$ cat config.mk
export PLATFORM = sky130hd
export DESIGN_NAME = i2c_bit_level_master
export DESIGN_NICKNAME = d
export VERILOG_FILES = /design/src/i2cblm_pkg.sv /design/src/i2c_bit_level_master.sv /design/src/i2cblm_seq.sv
export SDC_FILE = /design/constraint.sdc
export NUM_CORES = 1
export LEC_CHECK = 0
export BUFFER_PORTS_ARGS = -buffer_cell sky130_fd_sc_hd__buf_4
export CAP_MARGIN = 5
export CORE_MARGIN = 2
export CORE_UTILIZATION = 53
export CTS_CLUSTER_DIAMETER = 30
export DETAILED_ROUTE_END_ITERATION = 10
export PLACE_DENSITY = 0.74
export REMOVE_ABC_BUFFERS = 1
export SETUP_SLACK_MARGIN = 0.05
export SLEW_MARGIN = 25
export SYNTH_ARGS = -nofsm -noshare
export SYNTH_HDL_FRONTEND = slang
export SYNTH_SLANG_ARGS = --single-unit
$ cat constraint.sdc
create_clock -name aclk -period 4.3 [get_ports aclk]
set_input_delay 0 -clock aclk [delete_from_list [all_inputs] [get_ports aclk]]
set_output_delay 0 -clock aclk [all_outputs]
set_load 0.01 [all_outputs]
$ cat src/i2cblm_pkg.sv
`timescale 1ns / 1ps

package i2cblm_pkg;

    typedef enum logic [3:0] {
        PH_IDLE    = 4'd0,
        PH_ST_REL  = 4'd1,
        PH_ST_SDA  = 4'd2,
        PH_SP_SDA  = 4'd3,
        PH_SP_SCL  = 4'd4,
        PH_WR_LOW  = 4'd5,
        PH_WR_HIGH = 4'd6,
        PH_WA_LOW  = 4'd7,
        PH_WA_HIGH = 4'd8,
        PH_RD_LOW  = 4'd9,
        PH_RD_HIGH = 4'd10,
        PH_RA_LOW  = 4'd11,
        PH_RA_HIGH = 4'd12
    } phase_t;

    typedef enum logic [1:0] {
        OP_START = 2'd0,
        OP_STOP  = 2'd1,
        OP_WRITE = 2'd2,
        OP_READ  = 2'd3
    } op_t;

    localparam logic [1:0] REG_BIT_DELAY   = 2'd0;
    localparam logic [1:0] REG_SETUP_DELAY = 2'd1;
    localparam logic [1:0] REG_WRITE_PAUSE = 2'd2;

    localparam logic [15:0] BIT_DELAY_RESET   = 16'd10;
    localparam logic [15:0] SETUP_DELAY_RESET = 16'd10;
    localparam int unsigned BITS_PER_BYTE     = 8;

    typedef struct packed {
        logic [15:0] bit_delay;
        logic [15:0] setup_delay;
        logic        write_pause_enable;
    } cfg_t;

    typedef struct packed {
        logic       cmd_valid;
        op_t        operation;
        logic [7:0] write_data;
        logic       more_follow;
        logic       sda_in;
    } tick_t;

    typedef struct packed {
        logic [7:0] read_data;
        logic       ack_seen;
        logic       done_res;
        logic       ready_res;
        logic       sda_drive_low;
        logic       scl_drive_low;
    } result_t;

endpackage

$ cat src/i2c_bit_level_master.sv
`timescale 1ns / 1ps

// Channel   Direction  Handshake                   Payload
// s_        in         s_tvalid / s_tready         s_tdata, s_tuser
// m_        out        m_tvalid / m_tready         m_tdata
// cfg_      in         cfg_valid / cfg_ready       cfg_index, cfg_data
//
// Every input transaction is one bus tick and yields exactly one result, registered and presented in the next cycle.
// One transaction is taken per cycle unless stalled; the single output register sets that rate.
// The input side stalls only while a held result waits on m_tready.
// Reset is synchronous on aresetn and returns the sequencer to idle with both lines released.
// Configuration writes are always accepted and take effect on the next tick.
module i2c_bit_level_master (
    input  logic        aclk,
    input  logic        aresetn,
    input  logic        s_tvalid,
    output logic        s_tready,
    input  logic [15:0] s_tdata,   // write_data[7:0], more_follow[8], sda_in[9], zero[15:10]
    input  logic [2:0]  s_tuser,   // cmd_valid[0], operation[2:1]
    output logic        m_tvalid,
    input  logic        m_tready,
    output logic [15:0] m_tdata,   // scl_drive_low[0], sda_drive_low[1], ready_res[2],
                                   // done_res[3], ack_seen[4], read_data[12:5], zero[15:13]
    input  logic        cfg_valid,
    output logic        cfg_ready,
    input  logic [1:0]  cfg_index,
    input  logic [15:0] cfg_data
);
    import i2cblm_pkg::*;

    cfg_t    cfg_reg;
    tick_t   tick;
    result_t res;
    result_t out_reg;
    logic    out_valid_reg;
    logic    step;

    assign cfg_ready = 1'b1;

    always_ff @(posedge aclk) begin
        if (!aresetn) begin
            cfg_reg.bit_delay          <= BIT_DELAY_RESET;
            cfg_reg.setup_delay        <= SETUP_DELAY_RESET;
            cfg_reg.write_pause_enable <= 1'b0;
        end else if (cfg_valid && cfg_ready) begin
            case (cfg_index)
                REG_BIT_DELAY:   cfg_reg.bit_delay          <= cfg_data;
                REG_SETUP_DELAY: cfg_reg.setup_delay        <= cfg_data;
                REG_WRITE_PAUSE: cfg_reg.write_pause_enable <= cfg_data[0];
                default: ;
            endcase
        end
    end

    assign tick.cmd_valid   = s_tuser[0];
    assign tick.operation   = op_t'(s_tuser[2:1]);
    assign tick.write_data  = s_tdata[7:0];
    assign tick.more_follow = s_tdata[8];
    assign tick.sda_in      = s_tdata[9];

    assign s_tready = !out_valid_reg || m_tready;
    assign step     = s_tvalid && s_tready;

    i2cblm_seq u_seq (
        .aclk    (aclk),
        .aresetn (aresetn),
        .step    (step),
        .cfg     (cfg_reg),
        .tick    (tick),
        .res     (res)
    );

    always_ff @(posedge aclk) begin
        if (!aresetn) begin
            out_valid_reg <= 1'b0;
        end else if (step) begin
            out_valid_reg <= 1'b1;
        end else if (m_tready) begin
            out_valid_reg <= 1'b0;
        end
    end

    always_ff @(posedge aclk) begin
        if (step) begin
            out_reg <= res;
        end
    end

    assign m_tvalid = out_valid_reg;
    assign m_tdata  = {3'b000, out_reg};

endmodule

$ cat src/i2cblm_seq.sv
`timescale 1ns / 1ps

module i2cblm_seq (
    input  logic               aclk,
    input  logic               aresetn,
    input  logic               step,
    input  i2cblm_pkg::cfg_t    cfg,
    input  i2cblm_pkg::tick_t   tick,
    output i2cblm_pkg::result_t res
);
    import i2cblm_pkg::*;

    phase_t      phase_reg, phase_next;
    logic [3:0]  bit_count_reg, bit_count_next;
    logic [7:0]  shift_reg, shift_next;
    logic [15:0] delay_reg, delay_next;
    logic        scl_low_reg, scl_low_next;
    logic        sda_low_reg, sda_low_next;
    logic        ack_reg, ack_next;
    logic        more_reg, more_next;
    logic [7:0]  last_read_reg, last_read_next;

    logic        done;
    logic        do_enter;
    phase_t      enter_ph;
    logic [15:0] dec;
    logic [3:0]  bit_inc;
    logic [15:0] bit_delay_min;
    logic [15:0] setup_delay_min;

    always_ff @(posedge aclk) begin
        if (!aresetn) begin
            phase_reg     <= PH_IDLE;
            bit_count_reg <= '0;
            shift_reg     <= '0;
            delay_reg     <= '0;
            scl_low_reg   <= 1'b0;
            sda_low_reg   <= 1'b0;
            ack_reg       <= 1'b0;
            more_reg      <= 1'b0;
            last_read_reg <= '0;
        end else if (step) begin
            phase_reg     <= phase_next;
            bit_count_reg <= bit_count_next;
            shift_reg     <= shift_next;
            delay_reg     <= delay_next;
            scl_low_reg   <= scl_low_next;
            sda_low_reg   <= sda_low_next;
            ack_reg       <= ack_next;
            more_reg      <= more_next;
            last_read_reg <= last_read_next;
        end
    end

    assign bit_delay_min   = (cfg.bit_delay == '0) ? 16'd1 : cfg.bit_delay;
    assign setup_delay_min = (cfg.setup_delay == '0) ? 16'd1 : cfg.setup_delay;
    assign dec             = (delay_reg != '0) ? delay_reg - 16'd1 : delay_reg;
    assign bit_inc         = bit_count_reg + 4'd1;

    always_comb begin
        phase_next     = phase_reg;
        bit_count_next = bit_count_reg;
        shift_next     = shift_reg;
        delay_next     = delay_reg;
        scl_low_next   = scl_low_reg;
        sda_low_next   = sda_low_reg;
        ack_next       = ack_reg;
        more_next      = more_reg;
        last_read_next = last_read_reg;
        done           = 1'b0;
        do_enter       = 1'b0;
        enter_ph       = PH_IDLE;

        case (phase_reg)
            PH_IDLE: begin
                if (tick.cmd_valid) begin
                    bit_count_next = '0;
                    more_next      = tick.more_follow;
                    shift_next     = (tick.operation == OP_WRITE) ? tick.write_data : 8'd0;
                    do_enter       = 1'b1;
                    case (tick.operation)
                        OP_START: enter_ph = PH_ST_REL;
                        OP_STOP:  enter_ph = PH_SP_SDA;
                        OP_WRITE: enter_ph = PH_WR_LOW;
                        default:  enter_ph = PH_RD_LOW;
                    endcase
                end
            end
            PH_ST_REL, PH_ST_SDA, PH_SP_SDA, PH_SP_SCL, PH_WR_LOW, PH_WR_HIGH,
            PH_WA_LOW, PH_WA_HIGH, PH_RD_LOW, PH_RD_HIGH, PH_RA_LOW,
            PH_RA_HIGH: begin
                delay_next = dec;
                if (dec == '0) begin
                    case (phase_reg)
                        PH_ST_REL: begin
                            do_enter = 1'b1;
                            enter_ph = PH_ST_SDA;
                        end
                        PH_ST_SDA: begin
                            scl_low_next = 1'b1;
                            phase_next   = PH_IDLE;
                            done         = 1'b1;
                        end
                        PH_SP_SDA: begin
                            do_enter = 1'b1;
                            enter_ph = PH_SP_SCL;
                        end
                        PH_SP_SCL: begin
                            sda_low_next = 1'b0;
                            phase_next   = PH_IDLE;
                            done         = 1'b1;
                        end
                        PH_WR_LOW: begin
                            do_enter = 1'b1;
                            enter_ph = PH_WR_HIGH;
                        end
                        PH_WR_HIGH: begin
                            shift_next     = {shift_reg[6:0], 1'b0};
                            bit_count_next = bit_inc;
                            do_enter       = 1'b1;
                            enter_ph       = (bit_inc >= 4'(BITS_PER_BYTE)) ? PH_WA_LOW
                                                                           : PH_WR_LOW;
                        end
                        PH_WA_LOW: begin
                            do_enter = 1'b1;
                            enter_ph = PH_WA_HIGH;
                        end
                        PH_WA_HIGH: begin
                            ack_next     = ~tick.sda_in;
                            scl_low_next = 1'b1;
                            sda_low_next = ~tick.sda_in;
                            phase_next   = PH_IDLE;
                            done         = 1'b1;
                        end
                        PH_RD_LOW: begin
                            do_enter = 1'b1;
                            enter_ph = PH_RD_HIGH;
                        end
                        PH_RD_HIGH: begin
                            shift_next     = {shift_reg[6:0], tick.sda_in};
                            bit_count_next = bit_inc;
                            do_enter       = 1'b1;
                            enter_ph       = (bit_inc >= 4'(BITS_PER_BYTE)) ? PH_RA_LOW
                                                                           : PH_RD_LOW;
                        end
                        PH_RA_LOW: begin
                            do_enter = 1'b1;
                            enter_ph = PH_RA_HIGH;
                        end
                        default: begin
                            last_read_next = shift_reg;
                            scl_low_next   = 1'b1;
                            phase_next     = PH_IDLE;
                            done           = 1'b1;
                        end
                    endcase
                end
            end
            default: begin
                phase_next = PH_IDLE;
                delay_next = '0;
            end
        endcase

        if (do_enter) begin
            phase_next = enter_ph;
            delay_next = 16'd1;
            case (enter_ph)
                PH_ST_REL: begin
                    scl_low_next = 1'b0;
                    sda_low_next = 1'b0;
                    delay_next   = setup_delay_min;
                end
                PH_ST_SDA: begin
                    sda_low_next = 1'b1;
                    delay_next   = setup_delay_min;
                end
                PH_SP_SDA: begin
                    sda_low_next = 1'b1;
                    delay_next   = setup_delay_min;
                end
                PH_SP_SCL: begin
                    scl_low_next = 1'b0;
                    delay_next   = setup_delay_min;
                end
                PH_WR_LOW: begin
                    scl_low_next = 1'b1;
                    sda_low_next = ~shift_next[7];
                end
                PH_WR_HIGH: begin
                    scl_low_next = 1'b0;
                    if (cfg.write_pause_enable) begin
                        delay_next = bit_delay_min;
                    end
                end
                PH_WA_LOW: begin
                    scl_low_next = 1'b1;
                    sda_low_next = 1'b0;
                end
                PH_WA_HIGH: begin
                    scl_low_next = 1'b0;
                end
                PH_RD_LOW: begin
                    scl_low_next = 1'b1;
                    sda_low_next = 1'b0;
                end
                PH_RD_HIGH: begin
                    scl_low_next = 1'b0;
                    delay_next   = bit_delay_min;
                end
                PH_RA_LOW: begin
                    scl_low_next = 1'b1;
                    sda_low_next = more_next;
                end
                PH_RA_HIGH: begin
                    scl_low_next = 1'b0;
                    if (cfg.write_pause_enable) begin
                        delay_next = bit_delay_min;
                    end
                end
                default: begin
                    phase_next = PH_IDLE;
                    delay_next = '0;
                end
            endcase
        end else if (phase_next == PH_IDLE && phase_reg != PH_IDLE) begin
            delay_next = '0;
        end
    end

    assign res.scl_drive_low = scl_low_next;
    assign res.sda_drive_low = sda_low_next;
    assign res.ready_res     = (phase_next == PH_IDLE);
    assign res.done_res      = done;
    assign res.ack_seen      = ack_next;
    assign res.read_data     = last_read_next;

endmodule

Word-level counts from Yosys, hierarchy flattened. Cells that the tools add are included.

Register bits after elaboration: 91. Logic and storage cells: 148.

Reduce and logical (&&, ||, !) cells: 36. $lt $le $gt $ge: 1. Muxes and demuxes: 54. Equality and inequality tests: 33. $add $sub $neg: 2. Bitwise operators: 2.

Operators with widths (number): $mux 16 (6); $pmux 16 s4 (1); $logic_not 16->1 (3); $mux 8 (6); $eq 4x4->1 const B (10); $mux 4 (9); $eq 4x3->1 const B (8); $pmux 16 s2 (1); $pmux 4 s8 (1); $pmux 8 s2 (2); $pmux 4 s2 (3); $reduce_or 12->1 (2); $mux 1 (18); $eq 4x2->1 const B (4); $reduce_bool 16->1 (1); $sub 16x1->16 const B (1); $logic_not 4->1 (3); $pmux 4 s3 (1); $reduce_or 11->1 (1); $reduce_and 2->1 (5); $reduce_and 5->1 (2); $reduce_or 9->1 (1); $eq 4x1->1 const B (2); $reduce_or 4->1 (2); other kinds (22) (35).

Logic depth before layout (Yosys ltp).
Depth after elaboration: 11. Depth in mapped cells: 14. Gate-level depth less buffers: 11.

By module. From an unflattened synthesis, not the netlist that was laid out.

Cells, all modules: 595. Area, all modules: 5137.4 um2.

By module, submodules not included: i2cblm_seq (seq. area each 880.8 um2, times used 1, cells an instance 443, area an instance 3362.0 um2); i2c_bit_level_master (seq. area each 1071.0 um2, times used 1, cells an instance 152, area an instance 1775.5 um2).

Worst setup path after synthesis. Ideal clock, no wire load.

Path type: register to register. From: register u_seq.delay_reg[0]. To: register out_reg, in the netlist m_tdata[1] (data pin). Path slack: 0.971 ns. Stages on the path, launching flop included: 14. Data required time: 4.033 ns. Buffers on the path: 2. Arrival: 3.062 ns. Cells stage by stage: dfxtp_1 -> inv_1 -> ha_1 -> nor3b_2 -> nand4_1 -> mux2_2 -> or4_1 -> buf_2 -> or3_1 -> buf_2 -> o21ai_4 -> a311oi_1 -> a311oi_1 -> nand2_1.

RTL lines: start: declaration (line i2cblm_seq.sv:16) `logic [15:0] delay_reg, delay_next;`; start signal: assignment (line i2cblm_seq.sv:46) `delay_reg <= delay_next;`; end signal: assignment (line i2c_bit_level_master.sv:85) `out_reg <= res;`; end: declaration (line i2c_bit_level_master.sv:34) `result_t out_reg;`.

Final worst setup path.
From: register u_seq.delay_reg[0]. To: register u_seq.delay_reg[11].

Cells in the longest elaborated chain, start to end: 9. Elaborated cells on any way between the ends: 33.

Ends and longest elaborated chain: $sub 16x1->16 / $reduce_bool 16->1 (equally long branches) (line i2cblm_seq.sv:57) `assign dec = (delay_reg != '0) ? delay_reg - 16'd1 : delay_reg;`; $mux 16 * (line i2cblm_seq.sv:57); $logic_not 16->1 (line i2cblm_seq.sv:93) `if (dec == '0) begin`; $mux 4 (line i2cblm_seq.sv:93); $pmux 4 s2 (line i2cblm_seq.sv:74) `case (phase_reg)`; $eq 4x4->1 (tied with other cells) (line i2cblm_seq.sv:168) `case (enter_ph)`; $reduce_or 5->1 (no source line) (tied with other cells); $pmux 16 s4 (tied with other cells) (line i2cblm_seq.sv:168); $mux 16 / $reduce_and 2->1 (equally long branches).

Mark *: on every way between the ends. The rest lies on a longest branch, timed or not. A chain may end at the register's enable or synchronous reset.

==> results.cfg <==
[power]
static-leakage-power_nw = 2.212
p_comb_frac = 0.238
max-vdd-ir-drop_mv = 0.2561
netSwitchingPower_mw = 0.7050
power_switching_share = 0.3166
power_density_of_the_placed_cells_nw_per_um2 = 377.3
clk_network_pwr_share = 0.324
power.sequential.fraction = 0.437
cell_int_power_mw = 1.522
power.total_mw = 2.227

[drt]
routed_wirelength_mm = 13.85
ant_nets = 0
detailedRoute.firstPassIterationCount = 5
route.detailed.vias_per_inst = 6.264
drt_first_iter_violations = 443
vias = 4836
drc = 0
drt-wirelength-per-cell_um = 17.94

[yosys]
synth_enable_flop_cells = 13
synthFlopType = dfxtp_1
share_of_the_synthesized_area_in_the_top_cell_type = 0.3140
yosysWarningCount = 0
synthesis.area_per_instance_um2 = 8.343
seq_area_frac_synth = 0.3926
ys_types = 78
ys_ff_latch = 91
synth_async_sr_flop_share = 0
synth_top_area_cell = dfxtp_1
synthCells = 596
synth.area.top_cells = dfxtp_1, nand2_1, edfxtp_1
mappedNetlistArea_um2 = 4972

[worst_setup_path]
worst_setup_path_start_kind = flip-flop
critical_path_peak_fanout = 15
critical_path_arrival_ns = 4.25
criticalPathCategory = flip-flop to flip-flop
critPathCaptureType = flip-flop
worst-endpoint-required_ns = 4.56

[job]
drv_cap = 0

[final_layout]
layout.core_utilization = 0.6450
area_taken_by_flip_flops_and_latches_um2 = 1952
layout_common_cells = nand2_1, dfxtp_1, buf_4
fill_cells = 755
largest_register_ffs = 33
area.growth.synth_to_final_pct = 18.72
antenna-diode-count = 0
layout_commonest_cell = nand2_1
fin_nets = 700
final_layout_size_suffix_gt1_frac = 0.1846
multiInputGateArea_um2 = 2820

[grt]
maximum_number_of_pins_on_one_net_before_global_route_repair = 50
gr-total-overflow = 0
grt_pass1_wl_mm = 22.56
grt_antenna_before_repair = 0
grt_pass1_vias = 4550
global_route.usage.total = 0.2781

[clock_network]
clock_sinks = 91
post-cts-setup-buffers = 0
cts_tree = built
clock_tree.root_cell = clkbuf_8
cts_inserted_buffers = 9
cts-htree-levels = 3
clock_latency_ns = 0.37
cts.clk_slew.worst_paths_ns = 0.09
max-clock-path-buffers = 2

[floorplanning]
floorplan.initialDensity = 0.5433
die_h_um = 100.9
floorplan.io_pins = 61
fp-row-count = 35
die_w_um = 100.9
placeableCoreArea_um2 = 9153
die_area_um2 = 10170

[timing]
sum_of_negative_setup_slack_ns = 0
tightestPinTransition_ns = 0.8810
fmaxAchievable_mhz = 250.3
fin_worst_skew_ns = 0.01501
rsz0062_at_grt = no
hold_violations = 0
final_period_minus_worst_setup_slack_ns = 3.994
final-setup-viol-count = 0
finalCritPeriodShare = 0.9290
finalMaxSlewViolations = 0
fin_worst_hold_slack_ns = 0.004654
worst_slew_margin_rel = 0.4078

[status]
outcome = finished, final reports clean

[min_path]
hp-class = input port to flip-flop

[place]
routabilityCongestion = 0.9202
detailed_place_hpwl_mm = 9.162
port-buffer-count = 50
==> final timing paths <==
kind                                         start             endpoint  slack (ns)  depth (start not counted)
worst max-delay path            u_seq.delay_reg[0]  u_seq.delay_reg[11]        0.31                         11
worst min register to register       u_seq.ack_reg        u_seq.ack_reg        0.46                          2
worst max register to register  u_seq.delay_reg[0]  u_seq.delay_reg[11]        0.31                         11
worst min-delay path                    s_tdata[2]   u_seq.shift_reg[2]       0.005                          5
==> final cells by class <==
cell class / count / area share
well taps: 111 / 0.02353
clock buffers: 9 / 0.02098
flip-flops and latches: 91 / 0.3306
multi-input cells: 459 / 0.4777
clock inverters: 7 / 0.02056
repair buffers: 86 / 0.1208
inverters: 9 / 0.005723
==> worst max-delay path: stages (launching register included) <==
cell      delay (ns)
dfxtp_1         0.38
inv_1           0.12
ha_1            0.21
or3b_2          0.54
nor2_1          0.18
a22oi_1         0.13
or4_1           0.63
or3_1           0.59
o221a_1         0.35
nor3b_4         0.22
a221oi_2        0.40
a21oi_1         0.11
==> stage by stage <==
| stage | cell area [µm²] | cells | worst slack, ns |
|---|---|---|---|
| after detailed placement | 5381 | 729 | 0.3342 |
| after global placement | 5374 | 729 | 0.3093 |
| after global routing | 5903 | 772 | 0.08192 |
| after floorplan | 4781 | 559 | 0.09996 |
| final | 5903 | 772 | 0.3055 |
| after CTS | 5897 | 772 | 0.2976 |
==> kinds of logic after synthesis <==
family | after synthesis | share of synthesized area
xor gates and xnor gates | 6 | 0.01057
and+or+nand+nor | 254 | 0.2597
DFF | 91 | 0.3926
AOI/OAI and AO/OA | 168 | 0.2308
other | 2 | 0.001510
adders and majority gates | 5 | 0.01107
muxes | 22 | 0.04706
buffers and inverters | 48 | 0.04680
==> layer usage <==
metal | wire, µm | vias up | track usage
li1 | - | 2284 | -
met1 | 5893 | 2300 | 0.3841
met2 | 6605 | 232 | 0.4441
met3 | 1107 | 20 | 0.04924
met4 | 241 | 0 | 0.08535
met5 | 0 | - | 0
==> power by group through the flow <==
| stage | Sequential (mW) | Clock [mW] | Combinational [mW] |
|---|---|---|---|
| after detailed placement | 0.989 | 0 | 0.496 |
| final | 0.974 | 0.722 | 0.531 |
| after global placement | 0.986 | 0 | 0.484 |
| after global routing | 0.981 | 0.759 | 0.579 |
| after floorplan | 0.975 | 0 | 0.351 |
| after CTS | 0.970 | 0.728 | 0.519 |
==> cell usage after synthesis (5+ instances only) <==
library cell / number
clkbuf_1: 20
dfxtp_1: 78
nor2_1: 51
buf_2: 6
nand2b_1: 6
a22oi_1: 8
a21oi_1: 58
nor2b_1: 6
nor4_1: 9
inv_1: 9
nor3_1: 15
nand4b_1: 5
o21ai_0: 34
buf_1: 5
mux2i_1: 11
nand2_1: 107
mux2_2: 11
nand4_1: 5
edfxtp_1: 13
nand3_1: 17
o21ai_1: 7
a221oi_1: 5
a221oi_2: 11
==> what timing repair did <==
action	4_1_cts	5_1_grt
resized for setup	0	1
hold buffers	27	0
endpoints found under the setup margin	0	5
hold endpoints to repair	41	0
Power figures use the tool's default switching activity.
